===== src/sv/rqs_pkg.sv =====
`timescale 1ns / 1ps
package rqs_pkg;

  localparam int QUEUE_DEPTH = 64;
  localparam int PTR_W       = (QUEUE_DEPTH > 1) ? $clog2(QUEUE_DEPTH) : 1;
  localparam int CNT_W       = $clog2(QUEUE_DEPTH + 1);
  localparam int ID_W        = 6;
  localparam int TIME_W      = 20;
  localparam int HELD_W      = 7;
  localparam int POL_W       = 2;
  localparam int CFG_IDX_W   = 2;
  localparam int ENTRY_W     = ID_W + TIME_W;

  localparam int IN_FIELDS_W  = ID_W + TIME_W;
  localparam int IN_TDATA_W   = ((IN_FIELDS_W + 7) / 8) * 8;
  localparam int IN_TUSER_W   = 1;
  localparam int OUT_FIELDS_W = ID_W + TIME_W + 3 + HELD_W;
  localparam int OUT_TDATA_W  = ((OUT_FIELDS_W + 7) / 8) * 8;

  localparam logic [TIME_W-1:0] QUANTUM_RST = TIME_W'(500);
  localparam logic [TIME_W-1:0] PREEMPT_RST = TIME_W'(100);

  localparam logic [CFG_IDX_W-1:0] CFG_POLICY  = CFG_IDX_W'(0);
  localparam logic [CFG_IDX_W-1:0] CFG_QUANTUM = CFG_IDX_W'(1);
  localparam logic [CFG_IDX_W-1:0] CFG_PREEMPT = CFG_IDX_W'(2);

  localparam logic MODE_INSERT   = 1'b0;
  localparam logic MODE_DISPATCH = 1'b1;

  typedef enum logic [POL_W-1:0] {
    POL_FIFO = 2'd0,
    POL_RR   = 2'd1,
    POL_SJF  = 2'd2,
    POL_PSJF = 2'd3
  } policy_t;

  typedef enum logic [2:0] {
    ST_IDLE,
    ST_DECODE,
    ST_INS_CMP,
    ST_INS_WR,
    ST_DSP,
    ST_DONE
  } state_t;

  typedef struct packed {
    logic [ID_W-1:0]   id;
    logic [TIME_W-1:0] rem;
  } entry_t;

  typedef struct packed {
    logic [ID_W-1:0]   gid;
    logic [TIME_W-1:0] slice;
    logic              fin;
    logic              empty;
    logic              full;
  } result_t;

  typedef struct packed {
    logic              lt;
    logic [TIME_W-1:0] diff;
  } cmp_res_t;

  function automatic logic [PTR_W-1:0] ptr_inc(input logic [PTR_W-1:0] ptr);
    if (ptr == PTR_W'(QUEUE_DEPTH - 1)) return '0;
    return ptr + PTR_W'(1);
  endfunction

  function automatic logic [PTR_W-1:0] ptr_dec(input logic [PTR_W-1:0] ptr);
    if (ptr == '0) return PTR_W'(QUEUE_DEPTH - 1);
    return ptr - PTR_W'(1);
  endfunction

endpackage


===== src/sv/rqs_ram.sv =====
`timescale 1ns / 1ps
module rqs_ram #(
  parameter int WIDTH = 8,
  parameter int DEPTH = 16
) (
  input  logic                                   clk,
  input  logic                                   we,
  input  logic [((DEPTH > 1) ? $clog2(DEPTH) : 1)-1:0] waddr,
  input  logic [WIDTH-1:0]                       wdata,
  input  logic [((DEPTH > 1) ? $clog2(DEPTH) : 1)-1:0] raddr,
  output logic [WIDTH-1:0]                       rdata
);

  logic [WIDTH-1:0] mem [DEPTH];

  always_ff @(posedge clk) begin
    if (we) begin
      mem[waddr] <= wdata;
    end
    rdata <= mem[raddr];
  end

endmodule


===== src/sv/rqs_cmp_unit.sv =====
`timescale 1ns / 1ps
module rqs_cmp_unit (
  input  logic [rqs_pkg::TIME_W-1:0] opnd,
  input  logic [rqs_pkg::TIME_W-1:0] rem,
  output rqs_pkg::cmp_res_t          res
);
  import rqs_pkg::*;

  // shared compare and subtract: opnd < rem, rem - opnd
  always_comb begin
    res.lt   = (opnd < rem);
    res.diff = rem - opnd;
  end

endmodule


===== src/sv/ready_queue_cpu_scheduler.sv =====
`timescale 1ns / 1ps
// path to out_tvalid: a fifo/round-robin insert, a full insert, an insert into an empty queue and
// an empty dispatch go from decode to done, a dispatch passes decode, dispatch and done; a sorted
// insert walks one queued entry per cycle from the tail, then writes the item and goes to done
// no new item is taken before the last one is through: in_tready is high only while the sequencer idles;
// the entry walk is bound by the single ram read port, and an untaken result holds the done state
// reset: rst_n synchronous active low, empties the queue, loads fifo, quantum 500, unit 100
module ready_queue_cpu_scheduler (
  input  logic                               clk,
  input  logic                               rst_n,
  input  logic                               in_tvalid,
  output logic                               in_tready,
  input  logic [rqs_pkg::IN_TDATA_W-1:0]     in_tdata,   // job_id, burst_time, zero pad
  input  logic [rqs_pkg::IN_TUSER_W-1:0]     in_tuser,   // mode
  output logic                               out_tvalid,
  input  logic                               out_tready,
  // granted_id, slice_length, job_finished, queue_empty, queue_full, entries_held, zero pad
  output logic [rqs_pkg::OUT_TDATA_W-1:0]    out_tdata,
  input  logic                               cfg_we,
  input  logic [rqs_pkg::CFG_IDX_W-1:0]      cfg_index,
  input  logic [rqs_pkg::TIME_W-1:0]         cfg_wdata
);
  import rqs_pkg::*;

  state_t state_r, state_nxt;

  policy_t           policy_r;
  logic [TIME_W-1:0] quantum_r;
  logic [TIME_W-1:0] preempt_r;

  logic [PTR_W-1:0] head_r, head_nxt;
  logic [PTR_W-1:0] tail_r, tail_nxt;
  logic [CNT_W-1:0] count_r, count_nxt;
  logic [CNT_W-1:0] pos_r, pos_nxt;
  logic [PTR_W-1:0] p_r, p_nxt;

  logic              item_mode_r;
  logic [ID_W-1:0]   item_id_r;
  logic [TIME_W-1:0] item_burst_r;

  result_t res_r, res_nxt;

  logic                    out_valid_r, out_valid_nxt;
  logic [OUT_FIELDS_W-1:0] out_data_r, out_data_nxt;

  logic             mem_we;
  logic [PTR_W-1:0] mem_waddr;
  logic [PTR_W-1:0] mem_raddr;
  entry_t           mem_wdata;
  entry_t           mem_rdata;

  logic [TIME_W-1:0] cmp_opnd;
  cmp_res_t          cmp_res;

  logic sorted;
  logic in_xfer;

  assign sorted  = (policy_r == POL_SJF) || (policy_r == POL_PSJF);
  assign in_xfer = in_tvalid && in_tready;

  assign in_tready  = (state_r == ST_IDLE);
  assign out_tvalid = out_valid_r;
  assign out_tdata  = {{(OUT_TDATA_W - OUT_FIELDS_W){1'b0}}, out_data_r};

  rqs_ram #(
    .WIDTH (ENTRY_W),
    .DEPTH (QUEUE_DEPTH)
  ) u_queue_ram (
    .clk   (clk),
    .we    (mem_we),
    .waddr (mem_waddr),
    .wdata (mem_wdata),
    .raddr (mem_raddr),
    .rdata (mem_rdata)
  );

  rqs_cmp_unit u_cmp (
    .opnd (cmp_opnd),
    .rem  (mem_rdata.rem),
    .res  (cmp_res)
  );

  always_ff @(posedge clk) begin
    if (!rst_n) begin
      policy_r  <= POL_FIFO;
      quantum_r <= QUANTUM_RST;
      preempt_r <= PREEMPT_RST;
    end else if (cfg_we) begin
      case (cfg_index)
        CFG_POLICY:  policy_r  <= policy_t'(cfg_wdata[POL_W-1:0]);
        CFG_QUANTUM: quantum_r <= cfg_wdata;
        CFG_PREEMPT: preempt_r <= cfg_wdata;
        default: ;
      endcase
    end
  end

  always_ff @(posedge clk) begin
    if (!rst_n) begin
      state_r     <= ST_IDLE;
      head_r      <= '0;
      tail_r      <= '0;
      count_r     <= '0;
      out_valid_r <= 1'b0;
    end else begin
      state_r     <= state_nxt;
      head_r      <= head_nxt;
      tail_r      <= tail_nxt;
      count_r     <= count_nxt;
      out_valid_r <= out_valid_nxt;
    end
  end

  always_ff @(posedge clk) begin
    pos_r      <= pos_nxt;
    p_r        <= p_nxt;
    res_r      <= res_nxt;
    out_data_r <= out_data_nxt;
    if (in_xfer) begin
      item_mode_r  <= in_tuser[0];
      item_id_r    <= in_tdata[ID_W-1:0];
      item_burst_r <= in_tdata[ID_W +: TIME_W];
    end
  end

  always_comb begin
    state_nxt     = state_r;
    head_nxt      = head_r;
    tail_nxt      = tail_r;
    count_nxt     = count_r;
    pos_nxt       = pos_r;
    p_nxt         = p_r;
    res_nxt       = res_r;
    out_valid_nxt = out_valid_r && !out_tready;
    out_data_nxt  = out_data_r;
    mem_we        = 1'b0;
    mem_waddr     = p_r;
    mem_wdata     = '{id: item_id_r, rem: item_burst_r};
    mem_raddr     = head_r;
    cmp_opnd      = item_burst_r;

    case (state_r)
      ST_IDLE: begin
        if (in_xfer) state_nxt = ST_DECODE;
      end

      ST_DECODE: begin
        res_nxt = '0;
        if (item_mode_r == MODE_INSERT) begin
          if (count_r >= CNT_W'(QUEUE_DEPTH)) begin
            res_nxt.full = 1'b1;
            state_nxt    = ST_DONE;
          end else if (!sorted || count_r == '0) begin
            mem_we    = 1'b1;
            mem_waddr = tail_r;
            tail_nxt  = ptr_inc(tail_r);
            count_nxt = count_r + CNT_W'(1);
            state_nxt = ST_DONE;
          end else begin
            // walk back from the tail, shifting larger entries up by one
            p_nxt     = tail_r;
            pos_nxt   = count_r;
            mem_raddr = ptr_dec(tail_r);
            state_nxt = ST_INS_CMP;
          end
        end else if (count_r == '0) begin
          res_nxt.empty = 1'b1;
          state_nxt     = ST_DONE;
        end else begin
          mem_raddr = head_r;
          state_nxt = ST_DSP;
        end
      end

      ST_INS_CMP: begin
        cmp_opnd = item_burst_r;
        if (cmp_res.lt) begin
          mem_we    = 1'b1;
          mem_waddr = p_r;
          mem_wdata = mem_rdata;
          p_nxt     = ptr_dec(p_r);
          pos_nxt   = pos_r - CNT_W'(1);
          mem_raddr = ptr_dec(ptr_dec(p_r));
          if (pos_r == CNT_W'(1)) state_nxt = ST_INS_WR;
        end else begin
          mem_we    = 1'b1;
          mem_waddr = p_r;
          tail_nxt  = ptr_inc(tail_r);
          count_nxt = count_r + CNT_W'(1);
          state_nxt = ST_DONE;
        end
      end

      ST_INS_WR: begin
        mem_we    = 1'b1;
        mem_waddr = p_r;
        tail_nxt  = ptr_inc(tail_r);
        count_nxt = count_r + CNT_W'(1);
        state_nxt = ST_DONE;
      end

      ST_DSP: begin
        res_nxt.gid = mem_rdata.id;
        cmp_opnd    = (policy_r == POL_RR) ? quantum_r : preempt_r;
        state_nxt   = ST_DONE;
        case (policy_r)
          POL_RR: begin
            if (cmp_res.lt) begin
              // unfinished: back of the line with the slice taken off
              res_nxt.slice = quantum_r;
              mem_we        = 1'b1;
              mem_waddr     = tail_r;
              mem_wdata     = '{id: mem_rdata.id, rem: cmp_res.diff};
              head_nxt      = ptr_inc(head_r);
              tail_nxt      = ptr_inc(tail_r);
            end else begin
              res_nxt.slice = mem_rdata.rem;
              res_nxt.fin   = 1'b1;
              head_nxt      = ptr_inc(head_r);
              count_nxt     = count_r - CNT_W'(1);
            end
          end
          POL_PSJF: begin
            if (cmp_res.lt) begin
              // unfinished: stays at the head
              res_nxt.slice = preempt_r;
              mem_we        = 1'b1;
              mem_waddr     = head_r;
              mem_wdata     = '{id: mem_rdata.id, rem: cmp_res.diff};
            end else begin
              res_nxt.slice = mem_rdata.rem;
              res_nxt.fin   = 1'b1;
              head_nxt      = ptr_inc(head_r);
              count_nxt     = count_r - CNT_W'(1);
            end
          end
          default: begin
            res_nxt.slice = mem_rdata.rem;
            res_nxt.fin   = 1'b1;
            head_nxt      = ptr_inc(head_r);
            count_nxt     = count_r - CNT_W'(1);
          end
        endcase
      end

      ST_DONE: begin
        if (!out_valid_r || out_tready) begin
          out_valid_nxt = 1'b1;
          out_data_nxt  = {HELD_W'(count_r), res_r.full, res_r.empty, res_r.fin,
                           res_r.slice, res_r.gid};
          state_nxt     = ST_IDLE;
        end
      end

      default: state_nxt = ST_IDLE;
    endcase
  end

  // tail must always sit count entries after the head
  logic [PTR_W:0] tail_chk_sum;
  logic [PTR_W:0] tail_chk;
  assign tail_chk_sum = {1'b0, head_r} + (PTR_W+1)'(count_r);
  assign tail_chk     = (tail_chk_sum >= (PTR_W+1)'(QUEUE_DEPTH))
                      ? tail_chk_sum - (PTR_W+1)'(QUEUE_DEPTH) : tail_chk_sum;

  a_count_bound: assert property (@(posedge clk) disable iff (!rst_n)
    count_r <= CNT_W'(QUEUE_DEPTH))
    else $error("queue count above depth");

  a_tail_track: assert property (@(posedge clk) disable iff (!rst_n)
    tail_chk[PTR_W-1:0] == tail_r)
    else $error("tail pointer out of step with head and count");

  a_flags_excl: assert property (@(posedge clk) disable iff (!rst_n)
    out_valid_r |-> !(out_data_r[ID_W+TIME_W+1] && out_data_r[ID_W+TIME_W+2]))
    else $error("empty and full flagged together");

  a_one_result: assert property (@(posedge clk) disable iff (!rst_n)
    (state_r == ST_DONE && (!out_valid_r || out_tready)) |=> state_r == ST_IDLE && out_valid_r)
    else $error("result not presented after done");

endmodule


===== config.mk =====
export PLATFORM = sky130hd
export DESIGN_NAME = ready_queue_cpu_scheduler
export DESIGN_NICKNAME = d
export VERILOG_FILES = /design/src/sv/rqs_pkg.sv /design/src/sv/rqs_ram.sv /design/src/sv/rqs_cmp_unit.sv /design/src/sv/ready_queue_cpu_scheduler.sv
export SDC_FILE = /design/constraint.sdc
export NUM_CORES = 2
export LEC_CHECK = 0
export ABC_AREA = 1
export BUFFER_PORTS_ARGS = -buffer_cell sky130_fd_sc_hd__clkbuf_2
export CAP_MARGIN = 10
export CORE_ASPECT_RATIO = 1.1
export CORE_MARGIN = 2
export CORE_UTILIZATION = 55
export DETAILED_ROUTE_END_ITERATION = 16
export PLACE_DENSITY_LB_ADDON = 0.05
export SETUP_SLACK_MARGIN = 0.2
export SYNTH_ARGS = -nofsm -noshare
export SYNTH_HDL_FRONTEND = slang
export SYNTH_SLANG_ARGS = --single-unit

===== constraint.sdc =====
create_clock -name clk -period 13.6 [get_ports clk]
set_input_delay 4.08 -clock clk [delete_from_list [all_inputs] [get_ports clk]]
set_output_delay 4.08 -clock clk [all_outputs]
set_load 0.01 [all_outputs]

==> results.txt <==
Status: completed
Most frequent cells in the layout: 1814 x nand3_1, 1769 x edfxtp_1, 1255 x nand2_1
Clock transition at path regs: 60 ps
Placeable Area: 150000 um^2
Initial drt markers: 6747
Post-DP HPWL: 124 mm
Final worst setup slack: 5520 ps
FFs w/ async S/R, synth: 0%
Max IR drop VDD: 0.000131 V
CP max stage delay: 820 ps
IO Pins: 102
Vias in the first global route: 53.6k
Pre-antenna DRT Iters: 6
Synth Flop Type: edfxtp_1
PD cells: 170 nW/um^2
DR WL met2: 110 mm
H-Tree Level Count: 4
Root Buffer: clkbuf_16
Final antenna-violating net count: 0
Total number of vias: 57.0k
Fin crit period: 8080 ps
WP data required: 14260 ps
Max Fclk: 124 MHz
Relative slew slack: 16.6%
Buffers on Ports: 91
Max cap viols: 0
GR Overflow Total: 0
CP max FO: 87
Commonest non-fill, non-tap cell in the layout: nand3_1
Drt total wl: 236 mm
Measured slew at the worst slew-check pin: 1250 ps
Startpoint types: flop
Slew Limit Fails: 0
Cts hold-fix bufs: 0
Seq/Total Area, Yosys: 66.0%
Clock skew: 24.4 ps
Largest net degree at the start of global routing: 192
Crit path DAT: 8740 ps
Max clock buf depth: 3
Placer congestion estimate: 0.892
Global-route wire length before repair: 347 mm
CTS resizes: 0
Die height: 412 um
Clock sinks: 1860
GRT Util Overall: 30.3%
HP Class: reg -> reg
Average wire per standard cell: 24.2 um
Area post-placement: 85300 um^2
Yosys cell types: 57
Post-synth EDFFs: 1769
Crit-path most repeated cell: nand3_1
Area delta synth->final: 9.31%
Fill count: 12.0k
Crit path kind: reg -> reg
Post-Syn Area per Cell: 10.8 um^2
NumNets Final: 7691
DRC Markers: 0
Die Width: 375 um
Via density: 5.86
Setup bufs post-CTS: 0
TritonCTS Buffers: 189
Final Cycle Share: 59.4%
Tot Pwr: 15.5 mW
P_leak: 34.9 nW
Critical-path top delay cell: buf_4
Wl on met1: 98.3 mm
Final Setup Violations: 0
Setup TNS: 0 ps
Die area: 154000 um^2
Met3 wire length: 18.3 mm
Place WS: 5680 ps
Top Metal Used: met5
Final Hold Fails: 0
Layout cells sized above 1: 7.64%
Synthesized area: 83200 um^2
CTS tree: yes
Synth Instances: 7685
Site Rows: 149
Seq cells post-synth: 1860
Starting Density: 55.4%
Final instance area: 91000 um^2
Clock Latency Late Sink: 840 ps
Crit path capture type: flop
Count of warnings emitted by yosys: 0
Antenna violations before repair: 3
Unrepaired setup endpoints after global routing: false
flip-flops by register name (all words and copies together) (netlist names):
register,count
u_queue_ram.mem,1664
out_data_r,36
p_r,6
count_r,7
head_r,6
policy_r,2
u_queue_ram.rdata,26
quantum_r,20
out_tvalid,1
res_r,29
state_r,3
item_id_r,6
tail_r,6
pos_r,7
item_mode_r,1
preempt_r,20
item_burst_r,20
per-stage QoR:
step	utilization, %	hold slack, ps	instances
finish	60.6	419	9717
global route	60.6	422	9714
CTS	60.6	419	9714
detailed placement	56.8	405	9367
global placement	56.8	403	9367
floorplan	-	400	7688
layout make-up:
class,instances,area (um^2),share of cell area (%)
antenna,3,7.51,0.00825
clock inverter,110,741,0.814
timing repair buffer,212,1480,1.62
inverter,1041,3920,4.31
clock buffer,237,4950,5.44
sequential,1860,54900,60.4
multi-input combinational,4291,22500,24.7
tap,1963,2460,2.70
synthesized netlist by cell type, types with 4 or more instances:
| cell type | number | area share [%] |
|---|---|---|
| nand3_1 | 1816 | 11 |
| edfxtp_1 | 1769 | 64 |
| nand2_1 | 1256 | 5.7 |
| inv_1 | 1026 | 4.6 |
| nand3b_1 | 606 | 5.5 |
| buf_2 | 286 | 1.7 |
| nor2_1 | 198 | 0.89 |
| o21ai_0 | 138 | 0.83 |
| clkbuf_1 | 137 | 0.62 |
| dfxtp_1 | 91 | 2.2 |
| a21oi_1 | 68 | 0.41 |
| ha_1 | 34 | 0.51 |
| buf_4 | 32 | 0.29 |
| buf_1 | 27 | 0.12 |
| o22ai_1 | 21 | 0.16 |
| a41oi_1 | 18 | 0.19 |
| buf_6 | 14 | 0.19 |
| o211ai_1 | 14 | 0.13 |
| xor2_1 | 13 | 0.14 |
| nor3_1 | 11 | 0.066 |
| inv_2 | 10 | 0.045 |
| xnor2_1 | 9 | 0.095 |
| nand2_2 | 8 | 0.060 |
| nand4_1 | 7 | 0.053 |
| clkinv_1 | 5 | 0.023 |
| nor2_2 | 5 | 0.038 |
| a21oi_2 | 4 | 0.042 |
| a31oi_1 | 4 | 0.030 |
| nor3b_1 | 4 | 0.036 |
| o21ai_1 | 4 | 0.024 |
| o221ai_1 | 4 | 0.042 |
| o31ai_1 | 4 | 0.036 |
layer usage:
metal / vias up / global-route usage, %
met4: 2 / 12.4
met5: - / 0
met2: 2282 / 47.7
met3: 394 / 5.53
met1: 27997 / 41.7
li1: 26290 / -
worst paths after layout:
path	from	depth (start not counted)	slack, ps	end
setup / recovery	policy_r[0]	27	5520	u_queue_ram.rdata[8]
hold / removal	res_r[10]	0	420	out_data_r[13]
setup reg to reg	policy_r[0]	27	5520	u_queue_ram.rdata[8]
hold reg to reg	res_r[10]	0	420	out_data_r[13]
cells by family (layout without fill, tap and decap cells):
kind of cell,Yosys count,in the layout,synth area share (%)
compound gates,302,302,2.13
xor+xnor,22,22,0.232
fa+ha+maj,36,36,0.559
buf+inv,1537,1600,7.63
flops,1860,1860,66.0
other cells,1,7,0.00451
simple gates,3927,3927,23.4
critical path, delay by kind of cell, from the launching register on:
kind	cells	cell delay [ps]
buf+inv	7	3470
fa+ha+maj	2	410
flops	1	460
simple gates	16	3010
compound gates	2	360
where the power goes:
| group | internal, mW | switching, mW | total [mW] |
|---|---|---|---|
| combinational | 0.945 | 2.87 | 3.82 |
| clock | 2.69 | 2.19 | 4.88 |
| sequential | 6.69 | 0.102 | 6.79 |
| total | 10.3 | 5.16 | 15.5 |
No activity file was read; power rests on OpenSTA's default activity.
